===== src/rtl/core/decimal_text_to_int128_parser_assert.svh =====
// ----------------------------------------------------------------------------
// Assertion macros for the decimal text parser
// Immediate-implication and next-cycle checks, clocked on clock and
// disabled during reset.
// ----------------------------------------------------------------------------
`ifndef DECIMAL_TEXT_TO_INT128_PARSER_ASSERT_SVH
`define DECIMAL_TEXT_TO_INT128_PARSER_ASSERT_SVH

// The consequent must hold in the same cycle as the antecedent.
`define DTI_ASSERT_NOW(label, ante, cons) \
   label: assert property (@(posedge clock) disable iff (reset) (ante) |-> (cons)) \
      else $error("assertion failed");

// The consequent must hold in the cycle after the antecedent.
`define DTI_ASSERT_NEXT(label, ante, cons) \
   label: assert property (@(posedge clock) disable iff (reset) (ante) |=> (cons)) \
      else $error("assertion failed");

`endif


===== src/rtl/core/dtip_pkg.sv =====
// ----------------------------------------------------------------------------
// Decimal text parser package
// Constants and helper functions for the 128-bit decimal text parser.
// ----------------------------------------------------------------------------
package dtip_pkg;

   localparam int MAX_DIGITS = 39;
   localparam int DIGIT_COUNT_WIDTH = $clog2(MAX_DIGITS + 1);
   localparam int VALUE_WIDTH = 128;
   localparam int HALF_WIDTH = VALUE_WIDTH / 2;

   localparam logic [7:0] CHAR_TERMINATOR = 8'd0;
   localparam logic [7:0] CHAR_ZERO = 8'h30;
   localparam logic [7:0] CHAR_NINE = 8'h39;
   localparam logic [7:0] CHAR_MINUS = 8'h2d;
   localparam logic [7:0] CHAR_SPACE = 8'h20;
   localparam logic [7:0] CHAR_TAB = 8'h09;
   localparam logic [7:0] CHAR_CR = 8'h0d;

   localparam logic STATUS_OK = 1'b0;
   localparam logic STATUS_INVALID = 1'b1;

   typedef logic [VALUE_WIDTH-1:0] value_type;

   function automatic logic is_blank(input logic [7:0] c);
      return (c == CHAR_SPACE) || ((c >= CHAR_TAB) && (c <= CHAR_CR));
   endfunction

   function automatic logic is_digit(input logic [7:0] c);
      return (c >= CHAR_ZERO) && (c <= CHAR_NINE);
   endfunction

endpackage


===== src/rtl/core/decimal_text_to_int128_parser.sv =====
// ----------------------------------------------------------------------------
// Decimal text to 128-bit integer parser
// Converts a zero-terminated byte string of decimal digits, with an optional
// minus in signed mode and optional trailing whitespace, into a 128-bit value.
//
// Channel  Direction  Handshake          Payload
// req      in         req_valid/stall    req_char_code[7:0]
// rsp      out        rsp_valid/stall    rsp_value_low, rsp_value_high, rsp_status
// csr      in         csr_valid/ready    csr_data (signed_mode)
//
// One byte is accepted per cycle into the input register while the input is
// not stalled, and is processed from there; a terminator's result goes from
// the input register into the output register once it is consumed. The digit
// step is a short shift-and-add on 128 bits and the final negation is one
// 128-bit add between these registers. Reset returns the string state and
// signed_mode to zero. The input stalls only when a terminator waits for an
// output register that still holds a result the consumer has not taken.
// ----------------------------------------------------------------------------
`include "decimal_text_to_int128_parser_assert.svh"

module decimal_text_to_int128_parser
   import dtip_pkg::*;
(
   input  logic                  clock,
   input  logic                  reset,
   input  logic                  req_valid,
   output logic                  req_stall,
   input  logic [7:0]            req_char_code,
   output logic                  rsp_valid,
   input  logic                  rsp_stall,
   output logic [HALF_WIDTH-1:0] rsp_value_low,
   output logic [HALF_WIDTH-1:0] rsp_value_high,
   output logic                  rsp_status,
   input  logic                  csr_valid,
   output logic                  csr_ready,
   input  logic                  csr_data
);

   localparam logic [2:0] PH_START = 3'd0;
   localparam logic [2:0] PH_MINUS = 3'd1;
   localparam logic [2:0] PH_DIGITS = 3'd2;
   localparam logic [2:0] PH_TRAIL = 3'd3;
   localparam logic [2:0] PH_ERROR = 3'd4;

   logic                         signed_mode_ff;
   logic                         in_valid_ff;
   logic [7:0]                   in_char_ff;
   logic [2:0]                   phase_ff, phase_in;
   value_type                    accum_ff, accum_in;
   logic [DIGIT_COUNT_WIDTH-1:0] digit_count_ff, digit_count_in;
   logic                         is_negative_ff, is_negative_in;
   logic                         rsp_valid_ff;
   value_type                    rsp_value_ff, rsp_value_in;
   logic                         rsp_status_ff, rsp_status_in;

   logic      is_term;
   logic      consume;
   logic      char_digit;
   logic      char_blank;
   logic [3:0] digit_value;
   value_type times_ten;
   value_type negated;

   assign csr_ready = 1'b1;

   assign is_term = (in_char_ff == CHAR_TERMINATOR);
   assign consume = in_valid_ff && (!is_term || !rsp_valid_ff || !rsp_stall);
   assign req_stall = in_valid_ff && !consume;

   assign char_digit = is_digit(in_char_ff);
   assign char_blank = is_blank(in_char_ff);
   assign digit_value = 4'(in_char_ff - CHAR_ZERO);
   assign times_ten = (accum_ff << 3) + (accum_ff << 1)
                    + {{(VALUE_WIDTH-4){1'b0}}, digit_value};
   assign negated = ~accum_ff + value_type'(1);

   always_comb begin
      phase_in = phase_ff;
      accum_in = accum_ff;
      digit_count_in = digit_count_ff;
      is_negative_in = is_negative_ff;
      rsp_value_in = '0;
      rsp_status_in = STATUS_INVALID;
      if (is_term) begin
         if ((phase_ff == PH_DIGITS) || (phase_ff == PH_TRAIL)) begin
            rsp_value_in = is_negative_ff ? negated : accum_ff;
            rsp_status_in = STATUS_OK;
         end
         phase_in = PH_START;
         accum_in = '0;
         digit_count_in = '0;
         is_negative_in = 1'b0;
      end else begin
         unique case (phase_ff)
            PH_START: begin
               if ((in_char_ff == CHAR_MINUS) && signed_mode_ff) begin
                  is_negative_in = 1'b1;
                  phase_in = PH_MINUS;
               end else if (char_digit) begin
                  accum_in = times_ten;
                  digit_count_in = DIGIT_COUNT_WIDTH'(1);
                  phase_in = PH_DIGITS;
               end else begin
                  phase_in = PH_ERROR;
               end
            end
            PH_MINUS: begin
               if (char_digit) begin
                  accum_in = times_ten;
                  digit_count_in = DIGIT_COUNT_WIDTH'(1);
                  phase_in = PH_DIGITS;
               end else begin
                  phase_in = PH_ERROR;
               end
            end
            PH_DIGITS: begin
               if (char_digit && (digit_count_ff < DIGIT_COUNT_WIDTH'(MAX_DIGITS))) begin
                  accum_in = times_ten;
                  digit_count_in = digit_count_ff + DIGIT_COUNT_WIDTH'(1);
               end else if (char_blank) begin
                  phase_in = PH_TRAIL;
               end else begin
                  phase_in = PH_ERROR;
               end
            end
            PH_TRAIL: begin
               if (!char_blank) begin
                  phase_in = PH_ERROR;
               end
            end
            default: begin
               phase_in = PH_ERROR;
            end
         endcase
      end
   end

   always_ff @(posedge clock) begin
      if (reset) begin
         signed_mode_ff <= 1'b0;
         in_valid_ff <= 1'b0;
         phase_ff <= PH_START;
         accum_ff <= '0;
         digit_count_ff <= '0;
         is_negative_ff <= 1'b0;
         rsp_valid_ff <= 1'b0;
      end else begin
         if (csr_valid && csr_ready) begin
            signed_mode_ff <= csr_data;
         end
         if (req_valid && !req_stall) begin
            in_valid_ff <= 1'b1;
         end else if (consume) begin
            in_valid_ff <= 1'b0;
         end
         if (consume) begin
            phase_ff <= phase_in;
            accum_ff <= accum_in;
            digit_count_ff <= digit_count_in;
            is_negative_ff <= is_negative_in;
         end
         if (consume && is_term) begin
            rsp_valid_ff <= 1'b1;
         end else if (!rsp_stall) begin
            rsp_valid_ff <= 1'b0;
         end
      end
   end

   always_ff @(posedge clock) begin
      if (req_valid && !req_stall) begin
         in_char_ff <= req_char_code;
      end
      if (consume && is_term) begin
         rsp_value_ff <= rsp_value_in;
         rsp_status_ff <= rsp_status_in;
      end
   end

   assign rsp_valid = rsp_valid_ff;
   assign rsp_value_low = rsp_value_ff[HALF_WIDTH-1:0];
   assign rsp_value_high = rsp_value_ff[VALUE_WIDTH-1:HALF_WIDTH];
   assign rsp_status = rsp_status_ff;

   `DTI_ASSERT_NOW(a_count_bound, 1'b1, digit_count_ff <= DIGIT_COUNT_WIDTH'(MAX_DIGITS))
   `DTI_ASSERT_NOW(a_invalid_zero, rsp_valid_ff && (rsp_status_ff == STATUS_INVALID),
      rsp_value_ff == '0)
   `DTI_ASSERT_NOW(a_start_clear, phase_ff == PH_START,
      (accum_ff == '0) && (digit_count_ff == '0) && !is_negative_ff)
   `DTI_ASSERT_NOW(a_minus_flag, phase_ff == PH_MINUS, is_negative_ff && (digit_count_ff == '0))
   `DTI_ASSERT_NEXT(a_term_result, consume && is_term, rsp_valid_ff)

endmodule


===== config.mk =====
export PLATFORM = sky130hd
export DESIGN_NAME = decimal_text_to_int128_parser
export DESIGN_NICKNAME = d
export VERILOG_FILES = /design/src/rtl/core/dtip_pkg.sv /design/src/rtl/core/decimal_text_to_int128_parser.sv
export VERILOG_INCLUDE_DIRS = /design/src /design/src/rtl/core
export SDC_FILE = /design/constraint.sdc
export NUM_CORES = 1
export LEC_CHECK = 0
export BUFFER_PORTS_ARGS = -buffer_cell sky130_fd_sc_hd__buf_2
export CAP_MARGIN = 40
export CORE_MARGIN = 4
export CORE_UTILIZATION = 50
export CTS_CLUSTER_DIAMETER = 50
export DETAILED_ROUTE_END_ITERATION = 10
export PLACE_DENSITY = 0.7
export SLEW_MARGIN = 20
export SYNTH_ARGS = -nofsm -noshare
export SYNTH_HDL_FRONTEND = slang
export SYNTH_SLANG_ARGS = --single-unit

===== constraint.sdc =====
create_clock -name clock -period 8 [get_ports clock]
set_input_delay 0.8 -clock clock [delete_from_list [all_inputs] [get_ports clock]]
set_output_delay 0.8 -clock clock [all_outputs]
set_load 0.1 [all_outputs]

==> run metrics <==
outcome completed; Overall Power 0.00321 W; Die Footprint 48000 um2; synthesized area 22300 um2; Slowest cell on crit path o21ai_0; CTS tree done; Max Cap Viol 0; post-synthesis sequential area ratio 0.311; pin count of the biggest net entering global routing 74; first-pass detailed-route iteration total 7; global route overflow 0; leading area contributor after synthesis edfxtp_1; P&R area growth vs syn 11.2%; CTS Buffer Depth 3; Worst-path clk slew 0.06 ns; Die Y 219 um; layout cells sized above 1 0.0935; overall routing resource usage 0.283; Routed WL 69.3 mm; vias in the first global route 20100; Post-DP HPWL 53.8 mm; top cells by count, synth 314 x nor2_1, 283 x nand2_1, 252 x ha_1, 243 x o21ai_0, 230 x a21oi_1; Cells after DPL 3322; Antenna diodes 0; R2R Setup Slk 2.83 ns; DR DRC count 0; Layout Utilization 0.561; Setup violations, final 0; Max Slew Vio Count 0; Clock Power Share 0.518; Worst EP required 8.45 ns; Crit. End Element register; worst vdd ir 0.000156 V; Setup TNS Final 0 ns; IO buf count 144; CP Max Fanout 8; worst r2r path cells 15; worst hold endpoint in_char_ff[1]; most frequent cell after synthesis nor2_1; Fmax 193 MHz; CTS buffer count 38; row count 77; worst-skew pair later-pin latency 0.57 ns; FF-to-FF End accum_ff[120]; most common flop cell mapped by yosys dfxtp_1; flops & latches, synth 278; worst min path class input port to register; WP data arrival 5.62 ns; io pins 146; clock skew 0.0254 ns; Detailed Route Iter0 Violations 1657; Crit. Startpoint accum_ff[2]; synth warn 0; synthesized netlist cell count 2701; crit-path cells inv_1 -> fa_1 -> inv_1 -> fa_1 -> a211oi_1 -> o21ai_0 -> a22oi_1 -> a21boi_0 -> o21ai_0 -> nor3_1 -> nor2_1 -> o211ai_1 -> a21boi_0 -> mux2i_1 -> nand2_1; routed vias 20700; dpl cell area 23400 um2; combinational power share 0.017; Via density 6.10; worst r2r src accum_ff[2]; number of synthesized flops with an enable pin 137; slew of the pin with the lowest slew margin 0.913 ns; Synth Area per Inst 8.24 um2; Hold Fails Final Rpt 0; H-tree depth 2; Power Dens Cells 130 nW/um2; Final ANT Viol Nets 0; Slew HR 0.385; wire length per cell 20.4 um; Initial Util 0.505; clock root buffer clkbuf_16; Setup CP Type register to register; hold depth 1; Synth area leaders edfxtp_1 18%, ha_1 14%, dfxtp_1 13%; final layout net count 3044; Final GP Congestion 0.981; Int Pwr 0.00249 W; unrepaired setup endpoints after global routing false; startpoint types register; clk sinks 278; # Post-CTS Setup Buffers 0; Cell Count, Final, Fillers Out 3395; Post-synth ARST share 0; design area 24800 um2; Flop pwr share 0.465; fin crit period 5.17 ns; Synth cell types 74; max incr delay on CP 0.59 ns; share of the synthesized area in the top cell type 0.185; die width 219 um; initial antenna violation count 1; sw frac 0.225; first-pass GRT wire length 109 mm; net switching power 0.000723 W; syn_nets 2969; Final period util 0.646; Leak 11.0 nW; min-delay src req_char_code[1]; Post-CTS Resized 0; hold buffers post-CTS 0; CORE AREA 44100 um2
## worst max path at each step
stage,endpoint,slack [ns],cells after the start
global placement,accum_ff[121],2.83,15
global route,accum_ff[120],2.34,15
floorplan,rsp_status,0.89,3
detailed placement,accum_ff[116],2.89,15
CTS,accum_ff[116],2.90,15
finish,accum_ff[120],2.83,15
## layer usage
metal	routed length, um	vias to the layer above	GRT usage	part of all wire
li1	-	10100	-	-
met1	31200	9836	0.386	0.45
met2	31600	666	0.462	0.46
met3	3890	151	0.0341	0.056
met4	2590	2	0.107	0.037
met5	13	-	0	0.00019
## cells by family after synthesis
logic type | share of synthesized area
and+or+nand+nor | 0.194
AOI/OAI and AO/OA | 0.219
DFF | 0.311
adders and majority gates | 0.143
xor gates and xnor gates | 0.0971
buffers and inverters | 0.0319
muxes | 0.00270
other | 0.000168
## worst max-delay path: cells and delay by family, from the launching register on
family | cells | cell delay, ns
compound gates | 7 | 2.57
fa+ha+maj | 2 | 0.99
simple gates | 3 | 0.62
flops | 1 | 0.47
mux | 1 | 0.23
buf+inv | 2 | 0.17
## flip-flops by register name, indices dropped and copies added (netlist names), 3 cells and up
name,count
digit_count_ff,6
rsp_value_ff,128
accum_ff,128
phase_ff,3
in_char_ff,8
## final cells by class
type                       instances  area, um2
clock buffer                      47        985
tap                              592        741
timing repair buffer             168        985
inverter                          53        199
sequential                       278       6940
multi-input combinational       2237      14700
fill                            4178      19400
clock inverter                    20        228
## through the flow
stage               hold WS (ns)  worst slack, ns
floorplan                  0.449            0.888
global placement           0.460             2.83
detailed placement         0.473             2.89
CTS                        0.395             2.90
global route               0.403             2.34
finish                     0.424             2.83
## cells in the final DEF (no fill, tap or decap), types with 14 or more instances in the layout
cell type	Yosys	routed
a21boi_0	14	14
o31ai_1	59	59
a31oi_1	17	17
a21o_1	44	44
nand2_1	283	282
nand4_1	72	72
edfxtp_1	137	137
or3_1	22	21
xnor2_1	72	72
nor3_1	69	69
nor2b_1	16	16
nor4_1	24	24
o21ai_0	243	242
a211oi_1	14	14
inv_1	53	53
buf_2	0	145
a22oi_1	43	43
ha_1	252	252
o41ai_1	18	16
dfxtp_1	141	140
or4_1	22	22
clkbuf_16	0	38
a21oi_1	230	230
xor2_1	175	175
nand2b_1	14	14
nand3_1	50	50
o21bai_1	43	43
nor2_1	314	311
## power groups by stage
stage	registers [W]	logic, W	clock network, W
after floorplan	0.00152	0.0000318	0
after global placement	0.00152	0.0000505	0
after detailed placement	0.00152	0.0000534	0
after CTS	0.00149	0.0000535	0.00169
after global routing	0.00149	0.0000583	0.00175
final	0.00149	0.0000541	0.00166
Power figures use the tool's default switching activity.
